==> src/hw/rtl/prs_pkg.sv <==
`timescale 1ns / 1ps
// Shared types and constants of the parallax row scroll tile streamer.
// Used by every module of the block; depends on nothing else.
package prs_pkg;

	localparam int ROWS_DEF    = 32;
	localparam int PLANE_TILES = 64;
	localparam int IMAGE_TILES = 160;
	localparam int FRAC_BITS   = 10;

	localparam int ROW_W    = 5;
	localparam int SPEED_W  = 14;
	localparam int COL_W    = 6;
	localparam int SRC_W    = 8;
	localparam int MROW_W   = 6;
	localparam int SCROLL_W = 10;
	localparam int PIX_W    = 9;
	localparam int OFFSET_W = PIX_W + FRAC_BITS;
	localparam int PADDR_W  = 3;

	// Register index taken from paddr[2].
	localparam logic REG_START_ROW = 1'b0;
	localparam logic [ROW_W-1:0] START_ROW_RESET = 5'd3;

	// Result kinds.
	localparam logic KIND_COPY   = 1'b0;
	localparam logic KIND_SCROLL = 1'b1;

	// One queued item: a row in range, its speed and its plane tile row.
	typedef struct packed {
		logic [ROW_W-1:0]   row;
		logic [SPEED_W-1:0] speed;
		logic [MROW_W-1:0]  map_row;
	} item_t;

	// Per-row state held in the row memory.
	typedef struct packed {
		logic [OFFSET_W-1:0] offset;
		logic [COL_W-1:0]    dcol;
		logic [SRC_W-1:0]    scol;
	} row_state_t;

	localparam row_state_t ROW_STATE_RESET = '{
		offset: '0,
		dcol:   COL_W'(PLANE_TILES - 1),
		scol:   SRC_W'(PLANE_TILES - 1)
	};

endpackage

==> src/hw/rtl/prs_front.sv <==
`timescale 1ns / 1ps
// Front end: accepts input beats, drops rows outside the table and stamps the
// plane tile row. Depends on prs_pkg.
module prs_front #(
	parameter int ROWS = prs_pkg::ROWS_DEF
) (
	input  logic                          clk,
	input  logic                          arst_n,
	input  logic [prs_pkg::ROW_W-1:0]     start_row,
	input  logic                          in_valid,
	output logic                          in_ready,
	input  logic [prs_pkg::ROW_W-1:0]     row_index,
	input  logic [prs_pkg::SPEED_W-1:0]   speed,
	output logic                          push_valid,
	input  logic                          push_ready,
	output prs_pkg::item_t                push_item
);

	logic           vld_s1;
	prs_pkg::item_t item_s1;
	logic           in_range;

	assign in_range   = {2'b00, row_index} < 7'(ROWS);
	assign in_ready   = !vld_s1 || push_ready;
	assign push_valid = vld_s1;
	assign push_item  = item_s1;

	always_ff @(posedge clk or negedge arst_n) begin
		if (!arst_n) begin
			vld_s1 <= 1'b0;
		end else if (in_valid && in_ready) begin
			vld_s1 <= in_range;
		end else if (push_ready) begin
			vld_s1 <= 1'b0;
		end
	end

	always_ff @(posedge clk) begin
		if (in_valid && in_ready) begin
			item_s1.row     <= row_index;
			item_s1.speed   <= speed;
			item_s1.map_row <= prs_pkg::MROW_W'(start_row) + prs_pkg::MROW_W'(row_index);
		end
	end

endmodule

==> src/hw/rtl/prs_queue.sv <==
`timescale 1ns / 1ps
// Two-entry queue between the front end and the row sequencer.
// Depends on prs_pkg for the item type.
module prs_queue (
	input  logic           clk,
	input  logic           arst_n,
	input  logic           push_valid,
	output logic           push_ready,
	input  prs_pkg::item_t push_item,
	output logic           pop_valid,
	input  logic           pop,
	output prs_pkg::item_t pop_item
);

	prs_pkg::item_t slot_q [2];
	logic           wr_ptr_q;
	logic           rd_ptr_q;
	logic [1:0]     count_q;
	logic           do_push;
	logic           do_pop;

	assign push_ready = count_q != 2'd2;
	assign pop_valid  = count_q != 2'd0;
	assign pop_item   = slot_q[rd_ptr_q];
	assign do_push    = push_valid && push_ready;
	assign do_pop     = pop && pop_valid;

	always_ff @(posedge clk or negedge arst_n) begin
		if (!arst_n) begin
			wr_ptr_q <= 1'b0;
			rd_ptr_q <= 1'b0;
			count_q  <= 2'd0;
		end else begin
			if (do_push) begin
				wr_ptr_q <= !wr_ptr_q;
			end
			if (do_pop) begin
				rd_ptr_q <= !rd_ptr_q;
			end
			if (do_push && !do_pop) begin
				count_q <= count_q + 2'd1;
			end else if (do_pop && !do_push) begin
				count_q <= count_q - 2'd1;
			end
		end
	end

	always_ff @(posedge clk) begin
		if (do_push) begin
			slot_q[wr_ptr_q] <= push_item;
		end
	end

endmodule

==> src/hw/rtl/prs_back.sv <==
`timescale 1ns / 1ps
// Row sequencer: per-row state memory, offset update, copy command run and
// the closing scroll beat through an output register. Depends on prs_pkg.
module prs_back #(
	parameter int ROWS = prs_pkg::ROWS_DEF
) (
	input  logic                               clk,
	input  logic                               arst_n,
	input  logic                               pop_valid,
	output logic                               pop,
	input  prs_pkg::item_t                     pop_item,
	output logic                               out_valid,
	input  logic                               out_ready,
	output logic                               kind,
	output logic [prs_pkg::COL_W-1:0]          dest_col,
	output logic [prs_pkg::SRC_W-1:0]          source_col,
	output logic [prs_pkg::MROW_W-1:0]         map_row,
	output logic signed [prs_pkg::SCROLL_W-1:0] scroll_value,
	output logic                               last
);

	localparam int IDX_W = (ROWS > 1) ? $clog2(ROWS) : 1;

	typedef enum logic [1:0] {ST_IDLE, ST_CALC, ST_COPY, ST_SCROLL} state_t;

	state_t                          state_q;
	prs_pkg::row_state_t             mem_q [ROWS];
	logic [ROWS-1:0]                 vld_q;
	prs_pkg::row_state_t             rd_q;
	logic                            rd_vld_q;
	prs_pkg::item_t                  item_q;
	logic [IDX_W-1:0]                idx_q;
	logic [prs_pkg::COL_W-1:0]       td_q;
	logic [prs_pkg::SRC_W-1:0]       ts_q;
	logic [prs_pkg::COL_W-1:0]       cnt_q;
	logic [prs_pkg::PIX_W-1:0]       ipix_q;

	logic                            out_valid_q;
	logic                            kind_q;
	logic [prs_pkg::COL_W-1:0]       dest_q;
	logic [prs_pkg::SRC_W-1:0]       src_q;
	logic [prs_pkg::MROW_W-1:0]      mrow_q;
	logic [prs_pkg::SCROLL_W-1:0]    scroll_q;
	logic                            last_q;

	logic                            load;
	logic [IDX_W-1:0]                pop_idx;
	logic [6:0]                      row_ext;
	prs_pkg::row_state_t             cur;
	logic [prs_pkg::OFFSET_W:0]      sum;
	logic [prs_pkg::OFFSET_W-1:0]    new_off;
	logic [prs_pkg::PIX_W-1:0]       ipix;
	logic [prs_pkg::COL_W-1:0]       dst;
	logic [prs_pkg::COL_W-1:0]       width;
	logic                            do_copy;
	logic [prs_pkg::SRC_W:0]         src_sum;
	logic [prs_pkg::SRC_W-1:0]       src_end;
	logic [prs_pkg::SRC_W-1:0]       cur_src_next;
	logic [prs_pkg::SRC_W-1:0]       ts_next;
	prs_pkg::row_state_t             wr_entry;

	function automatic logic [prs_pkg::SRC_W-1:0] src_inc(input logic [prs_pkg::SRC_W-1:0] s);
		if (s >= prs_pkg::SRC_W'(prs_pkg::IMAGE_TILES - 1)) begin
			return '0;
		end
		return s + 1'b1;
	endfunction

	assign load    = !out_valid_q || out_ready;
	assign pop     = pop_valid && ((state_q == ST_IDLE) || (state_q == ST_SCROLL && load));
	assign row_ext = {2'b00, pop_item.row};
	assign pop_idx = row_ext[IDX_W-1:0];

	// New offset and tile column bookkeeping for the row just read.
	always_comb begin
		cur     = rd_vld_q ? rd_q : prs_pkg::ROW_STATE_RESET;
		sum     = {1'b0, cur.offset} + (prs_pkg::OFFSET_W + 1)'(item_q.speed);
		new_off = sum[prs_pkg::OFFSET_W] ? '0 : sum[prs_pkg::OFFSET_W-1:0];
		ipix    = new_off[prs_pkg::OFFSET_W-1:prs_pkg::FRAC_BITS];
		dst     = ipix[prs_pkg::PIX_W-1:3] - 1'b1;
		width   = dst - cur.dcol;
		do_copy = (ipix[2:0] == 3'd0) && (dst != cur.dcol);
		src_sum = {1'b0, cur.scol} + (prs_pkg::SRC_W + 1)'(width);
		if (src_sum >= (prs_pkg::SRC_W + 1)'(prs_pkg::IMAGE_TILES)) begin
			src_sum = src_sum - (prs_pkg::SRC_W + 1)'(prs_pkg::IMAGE_TILES);
		end
		src_end         = src_sum[prs_pkg::SRC_W-1:0];
		cur_src_next    = src_inc(cur.scol);
		ts_next         = src_inc(ts_q);
		wr_entry.offset = new_off;
		wr_entry.dcol   = do_copy ? dst : cur.dcol;
		wr_entry.scol   = do_copy ? src_end : cur.scol;
	end

	// Row memory: one read on pop, one write when the row is updated.
	always_ff @(posedge clk) begin
		if (pop) begin
			rd_q <= mem_q[pop_idx];
		end
		if (state_q == ST_CALC) begin
			mem_q[idx_q] <= wr_entry;
		end
	end

	always_ff @(posedge clk or negedge arst_n) begin
		if (!arst_n) begin
			state_q     <= ST_IDLE;
			vld_q       <= '0;
			rd_vld_q    <= 1'b0;
			out_valid_q <= 1'b0;
			item_q      <= '0;
			idx_q       <= '0;
			td_q        <= '0;
			ts_q        <= '0;
			cnt_q       <= '0;
			ipix_q      <= '0;
			kind_q      <= prs_pkg::KIND_COPY;
			dest_q      <= '0;
			src_q       <= '0;
			mrow_q      <= '0;
			scroll_q    <= '0;
			last_q      <= 1'b0;
		end else begin
			if (out_ready) begin
				out_valid_q <= 1'b0;
			end
			if (pop) begin
				item_q   <= pop_item;
				idx_q    <= pop_idx;
				rd_vld_q <= vld_q[pop_idx];
			end
			case (state_q)
				ST_IDLE: begin
					if (pop) begin
						state_q <= ST_CALC;
					end
				end
				ST_CALC: begin
					vld_q[idx_q] <= 1'b1;
					td_q         <= cur.dcol + 1'b1;
					ts_q         <= cur_src_next;
					cnt_q        <= width;
					ipix_q       <= ipix;
					state_q      <= do_copy ? ST_COPY : ST_SCROLL;
				end
				ST_COPY: begin
					if (load) begin
						out_valid_q <= 1'b1;
						kind_q      <= prs_pkg::KIND_COPY;
						dest_q      <= td_q;
						src_q       <= ts_q;
						mrow_q      <= item_q.map_row;
						scroll_q    <= '0;
						last_q      <= 1'b0;
						td_q        <= td_q + 1'b1;
						ts_q        <= ts_next;
						cnt_q       <= cnt_q - 1'b1;
						if (cnt_q == prs_pkg::COL_W'(1)) begin
							state_q <= ST_SCROLL;
						end
					end
				end
				ST_SCROLL: begin
					if (load) begin
						out_valid_q <= 1'b1;
						kind_q      <= prs_pkg::KIND_SCROLL;
						dest_q      <= '0;
						src_q       <= '0;
						mrow_q      <= item_q.map_row;
						scroll_q    <= '0 - {1'b0, ipix_q};
						last_q      <= 1'b1;
						state_q     <= pop ? ST_CALC : ST_IDLE;
					end
				end
				default: begin
					state_q <= ST_IDLE;
				end
			endcase
		end
	end

	assign out_valid    = out_valid_q;
	assign kind         = kind_q;
	assign dest_col     = dest_q;
	assign source_col   = src_q;
	assign map_row      = mrow_q;
	assign scroll_value = scroll_q;
	assign last         = last_q;

	a_copy_count: assert property (@(posedge clk) disable iff (!arst_n)
		state_q == ST_COPY |-> cnt_q != '0)
		else $error("copy run entered with nothing left to copy");

	a_copy_src: assert property (@(posedge clk) disable iff (!arst_n)
		out_valid_q && kind_q == prs_pkg::KIND_COPY |->
		src_q < prs_pkg::SRC_W'(prs_pkg::IMAGE_TILES) && !last_q)
		else $error("copy beat with bad image column or end flag");

	a_pop_gap: assert property (@(posedge clk) disable iff (!arst_n)
		pop |=> state_q == ST_CALC)
		else $error("row read not followed by its update");

	a_scroll_end: assert property (@(posedge clk) disable iff (!arst_n)
		state_q == ST_SCROLL && load |=> out_valid_q && last_q)
		else $error("scroll beat missing after item");

endmodule

==> src/hw/rtl/parallax_row_scroll_tile_streamer_unit.sv <==
`timescale 1ns / 1ps
// Top level of the parallax row scroll tile streamer: configuration register,
// front end, queue and row sequencer. Depends on prs_pkg, prs_front,
// prs_queue and prs_back.
//
//  Port group   Direction   Handshake                Payload
//  input        in          in_valid / in_ready      row_index, speed
//  output       out         out_valid / out_ready    kind, dest_col, source_col,
//                                                    map_row, scroll_value, last
//  config       in/out      psel, penable, pready    paddr, pwdata, prdata
//
// Each item passes the sequencer as a row update, any copy beats and a scroll beat;
// back to back, the scroll beat overlaps the next read, else the read is made in idle.
// The front end and a two-entry queue keep taking items while the sequencer works.
// Reset clears the row valid bits, so every row starts at offset 0 with its
// columns at 63; no clearing pass is needed. A stalled output holds the
// sequencer, which in turn backs up the queue and the input.
module parallax_row_scroll_tile_streamer_unit #(
	parameter int ROWS = prs_pkg::ROWS_DEF
) (
	input  logic                                 clk,
	input  logic                                 arst_n,
	input  logic                                 psel,
	input  logic                                 penable,
	input  logic                                 pwrite,
	input  logic [prs_pkg::PADDR_W-1:0]          paddr,
	input  logic [31:0]                          pwdata,
	output logic [31:0]                          prdata,
	output logic                                 pready,
	input  logic                                 in_valid,
	output logic                                 in_ready,
	input  logic [prs_pkg::ROW_W-1:0]            row_index,
	input  logic [prs_pkg::SPEED_W-1:0]          speed,
	output logic                                 out_valid,
	input  logic                                 out_ready,
	output logic                                 kind,
	output logic [prs_pkg::COL_W-1:0]            dest_col,
	output logic [prs_pkg::SRC_W-1:0]            source_col,
	output logic [prs_pkg::MROW_W-1:0]           map_row,
	output logic signed [prs_pkg::SCROLL_W-1:0]  scroll_value,
	output logic                                 last
);

	logic [prs_pkg::ROW_W-1:0] start_row_q;
	logic                      push_valid;
	logic                      push_ready;
	prs_pkg::item_t            push_item;
	logic                      pop_valid;
	logic                      pop;
	prs_pkg::item_t            pop_item;

	assign pready = 1'b1;
	assign prdata = (paddr[2] == prs_pkg::REG_START_ROW) ? 32'(start_row_q) : 32'd0;

	always_ff @(posedge clk or negedge arst_n) begin
		if (!arst_n) begin
			start_row_q <= prs_pkg::START_ROW_RESET;
		end else if (psel && penable && pwrite && paddr[2] == prs_pkg::REG_START_ROW) begin
			start_row_q <= pwdata[prs_pkg::ROW_W-1:0];
		end
	end

	prs_front #(.ROWS(ROWS)) u_front (
		.clk        (clk),
		.arst_n     (arst_n),
		.start_row  (start_row_q),
		.in_valid   (in_valid),
		.in_ready   (in_ready),
		.row_index  (row_index),
		.speed      (speed),
		.push_valid (push_valid),
		.push_ready (push_ready),
		.push_item  (push_item)
	);

	prs_queue u_queue (
		.clk        (clk),
		.arst_n     (arst_n),
		.push_valid (push_valid),
		.push_ready (push_ready),
		.push_item  (push_item),
		.pop_valid  (pop_valid),
		.pop        (pop),
		.pop_item   (pop_item)
	);

	prs_back #(.ROWS(ROWS)) u_back (
		.clk          (clk),
		.arst_n       (arst_n),
		.pop_valid    (pop_valid),
		.pop          (pop),
		.pop_item     (pop_item),
		.out_valid    (out_valid),
		.out_ready    (out_ready),
		.kind         (kind),
		.dest_col     (dest_col),
		.source_col   (source_col),
		.map_row      (map_row),
		.scroll_value (scroll_value),
		.last         (last)
	);

endmodule

==> config.mk <==
export PLATFORM = sky130hd
export DESIGN_NAME = parallax_row_scroll_tile_streamer_unit
export DESIGN_NICKNAME = d
export VERILOG_FILES = /design/src/hw/rtl/prs_pkg.sv /design/src/hw/rtl/prs_front.sv /design/src/hw/rtl/prs_queue.sv /design/src/hw/rtl/prs_back.sv /design/src/hw/rtl/parallax_row_scroll_tile_streamer_unit.sv
export SDC_FILE = /design/constraint.sdc
export NUM_CORES = 2
export LEC_CHECK = 0
export ABC_CLOCK_PERIOD_IN_PS = 8200
export CORE_MARGIN = 2
export CORE_UTILIZATION = 40
export DETAILED_ROUTE_END_ITERATION = 6
export DONT_BUFFER_PORTS = 1
export HOLD_SLACK_MARGIN = 0.08
export SYNTH_ARGS = -nofsm -noshare
export SYNTH_HDL_FRONTEND = slang
export SYNTH_SLANG_ARGS = --single-unit
==> constraint.sdc <==
create_clock -name clk -period 8.2 [get_ports clk]
set_input_delay 2.05 -clock clk [delete_from_list [all_inputs] [get_ports clk]]
set_output_delay 2.05 -clock clk [all_outputs]
set_load 0.03 [all_outputs]
==> flow_summary.yaml <==
clock_tree:
  cts_hold_buf: 0
  ctsRootBufferMaster: "clkbuf_16"
  clock_latency_ps: 750
  post_cts_buffers: 0
  cts_tree: "yes"
  clk_path_buf_depth: 3
  cts_sinks: 1295
  h-tree-depth: 4
  clk_pin_slew_worst_paths_ps: 60
  cts_made_buffers: 131
  cts_resized: 0
power_and_ir_drop:
  ir_drop_mv: 0.400
  p_int_mw: 17.1
  p_seq_share_pct: 40.9
  leakagePower_nw: 19.8
  power.share.clock_pct: 21.5
  pwr_density_cell_mw_per_mm2: 457
  combPwrFrac_pct: 37.6
  swShare_pct: 36.3
  switchingPower_mw: 9.76
global_routing:
  grt_pass1_wl_um: 184000
  track_usage_pct: 19.1
  grt_max_degree: 132
  grt_pass1_vias: 26900
  grt_antenna_before_repair: 2
  grt_overflow: 0
synthesis:
  synthFlopType: "edfxtp_1"
  synth-async-reset-ratio_pct: 10.1
  synth_top_area_cell: "edfxtp_1"
  synth_edf_count: 1164
  ys_warn_count: 0
  yosysSeqAreaShare_pct: 73.4
  synthTopCellsByCount: "edfxtp_1, nand2_1, mux4_2"
  synth_top_area_share_pct: 67.1
  ys_seq_elements: 1295
  synthTopCellsByArea: "edfxtp_1, mux4_2, dfrtp_1, nand2_1, nand3_1"
  netlist-cell-type-count: 75
  synth_cells: 2955
  syn_area_mm2: 0.0521
  postSynthAreaPerCell_um2: 17.6
  synth.most_common_cell: "edfxtp_1"
setup_path:
  critPathSlowestCell: "a21oi_2"
  rr_worst_depth: 28
  start_kind: "register"
  criticalPathCategory: "reg2reg"
  arrival_ps: 7860
  slowest_delay_ps: 910
  end_kind: "register"
  rrSetupSlack_ps: 690
  path_common_cell: "ha_1"
  cp_data_required_time_ps: 8560
  crit_fanout: 32
drt:
  post-route-drc-count: 0
  met3_length_um: 8460
  wl_met2_um: 61000
  wl_met1_um: 53900
  vias: 26900
  first_iter_violations: 2967
  firstDrtPassIters: 5
  ant_nets: 0
  top_layer: "met4"
  wl_per_cell_um: 25.9
  vias_per_cell: 5.53
  wirelength_um: 126000
placement:
  placed_area_mm2: 0.0547
  place_hpwl_um: 68300
  port_buffers: 0
  gp_congestion: 0.809
  preCtsSetupSlack_ps: 668
  dpl.cell_count: 4627
sta:
  hold_viol: 0
  clock-skew-final_ps: 22.2
  clock.fmax_ghz: 0.133
  rsz0062_at_grt: "false"
  final.min_clock_period_ps: 7510
  setup_viol: 0
  worst_slew_pin_slew_ps: 1300
  report.final.slew_viol_count: 0
  relSlewSlack_pct: 13.2
  finalWorstSetupSlack_ps: 692
  fin_setup_tns_ps: 0
  fin_crit_sh_pct: 91.6
die:
  io_pins: 128
  dieArea_mm2: 0.133
  core.rowCount: 132
  die_x_um: 365
  coreArea_mm2: 0.129
  start_util_pct: 40.3
  die_h_um: 365
final_layout:
  syn2layout_area_growth_pct: 12.8
  stdcell_area_mm2: 0.0588
  drive_above_1_share_pct: 22.0
  fillers: 10900
  multi_input_area_mm2: 0.0135
  finalNetCount: 3127
  ff_latch_area_mm2: 0.0382
  layout.cells.non_filler: 4865
status:
  status: "complete, no violations"
job:
  drv_cap: 0
min_path:
  min_path_type: "reg2reg"
  hold_depth: 0
[critical path: cells and delay by family, from the launching register on]
family,cells,cell delay (ps)
fa+ha+maj,6,1720
flops,1,530
buf+inv,3,170
xor+xnor,5,1110
compound gates,9,2730
simple gates,5,840
[power by group through the flow]
| stage | logic, mW | registers [mW] | clock network, mW |
|---|---|---|---|
| final | 10.1 | 11.0 | 5.77 |
| after global routing | 11.1 | 11.1 | 6.13 |
| after CTS | 10.2 | 11.0 | 5.88 |
| after detailed placement | 10.2 | 11.1 | 0 |
| after global placement | 10.1 | 11.1 | 0 |
| after floorplan | 6.91 | 10.9 | 0 |
[final timing paths]
kind	startpoint	end
hold reg to reg	u_front.push_item[3]	u_queue.slot_q[1][3]
min in group asynchronous	arst_n	u_back.ts_q[5]
max in group asynchronous	arst_n	start_row_q[1]
setup / recovery	u_back.rd_vld_q	u_back.mem_q[13][5]
setup reg to reg	u_back.rd_vld_q	u_back.mem_q[13][5]
hold / removal	u_front.push_item[3]	u_queue.slot_q[1][3]
[logic make-up after synthesis]
kind of cell | count (synthesis) | share of synthesized area (%)
flip-flops | 1295 | 73.4
multiplexers | 333 | 13.0
adder cells (fa/ha/maj) | 48 | 1.21
AND/OR/NAND/NOR | 800 | 7.02
other | 2 | 0.0144
AO/OA/AOI/OAI | 217 | 2.70
buffers and inverters | 207 | 1.74
XOR/XNOR | 53 | 0.891
[placed cells by master, fill, tap and decap left out, drive strengths merged, types with 4 or more instances in the layout]
cell    instances
inv            37
clkbuf        171
nor3b           8
nand2b         15
a22o           23
a21oi          36
mux2           29
a21o           17
nor2b          16
nand3b          6
mux4          272
and3           15
ha             44
nor4            6
nand4           5
nor3           13
nand3         186
mux2i          32
and2           18
edfxtp       1164
buf            82
xor2           28
nor2           86
dfrtp         129
clkinv         50
o21ai         100
bufinv          6
nand2         380
or2            34
xnor2          25
fa              4
conb           28
a31oi           6
[stage by stage]
| stage | power (mW) | utilization (%) | hold WS, ps |
|---|---|---|---|
| 2_1_floorplan | 17.9 | - | 421 |
| 6_report | 26.9 | 45.5 | 444 |
| 3_3_place_gp | 21.2 | 42.3 | 426 |
| 4_1_cts | 27.1 | 45.5 | 443 |
| 3_5_place_dp | 21.3 | 42.3 | 430 |
| 5_1_grt | 28.4 | 45.5 | 450 |
[sequential cells by signal (all words and copies together) (netlist names), 9 cells and up]
signal and cells:
u_queue.slot_q 50, u_back.ipix_q 9, u_back.vld_q 32, u_front.push_item 25, u_back.item_q 20, u_back.scroll_value 10, u_back.mem_q 1056, u_back.rd_q 33
[cell type report]
cell class / instances / share of cell area [%]
flip-flops and latches: 1295 / 65.0
multi-input cells: 1479 / 22.9
clock buffers: 171 / 6.08
well taps: 1742 / 3.71
repair buffers: 82 / 1.17
clock inverters: 66 / 0.917
inverters: 29 / 0.185
diodes: 1 / 0.00426
[metal layers]
layer  vias up  track usage [%]
li1      11600                -
met1     14200             26.5
met2       875             31.2
met3       188             3.18
met4         0             5.41
met5         -                0
(Power assumes the default switching activity.)
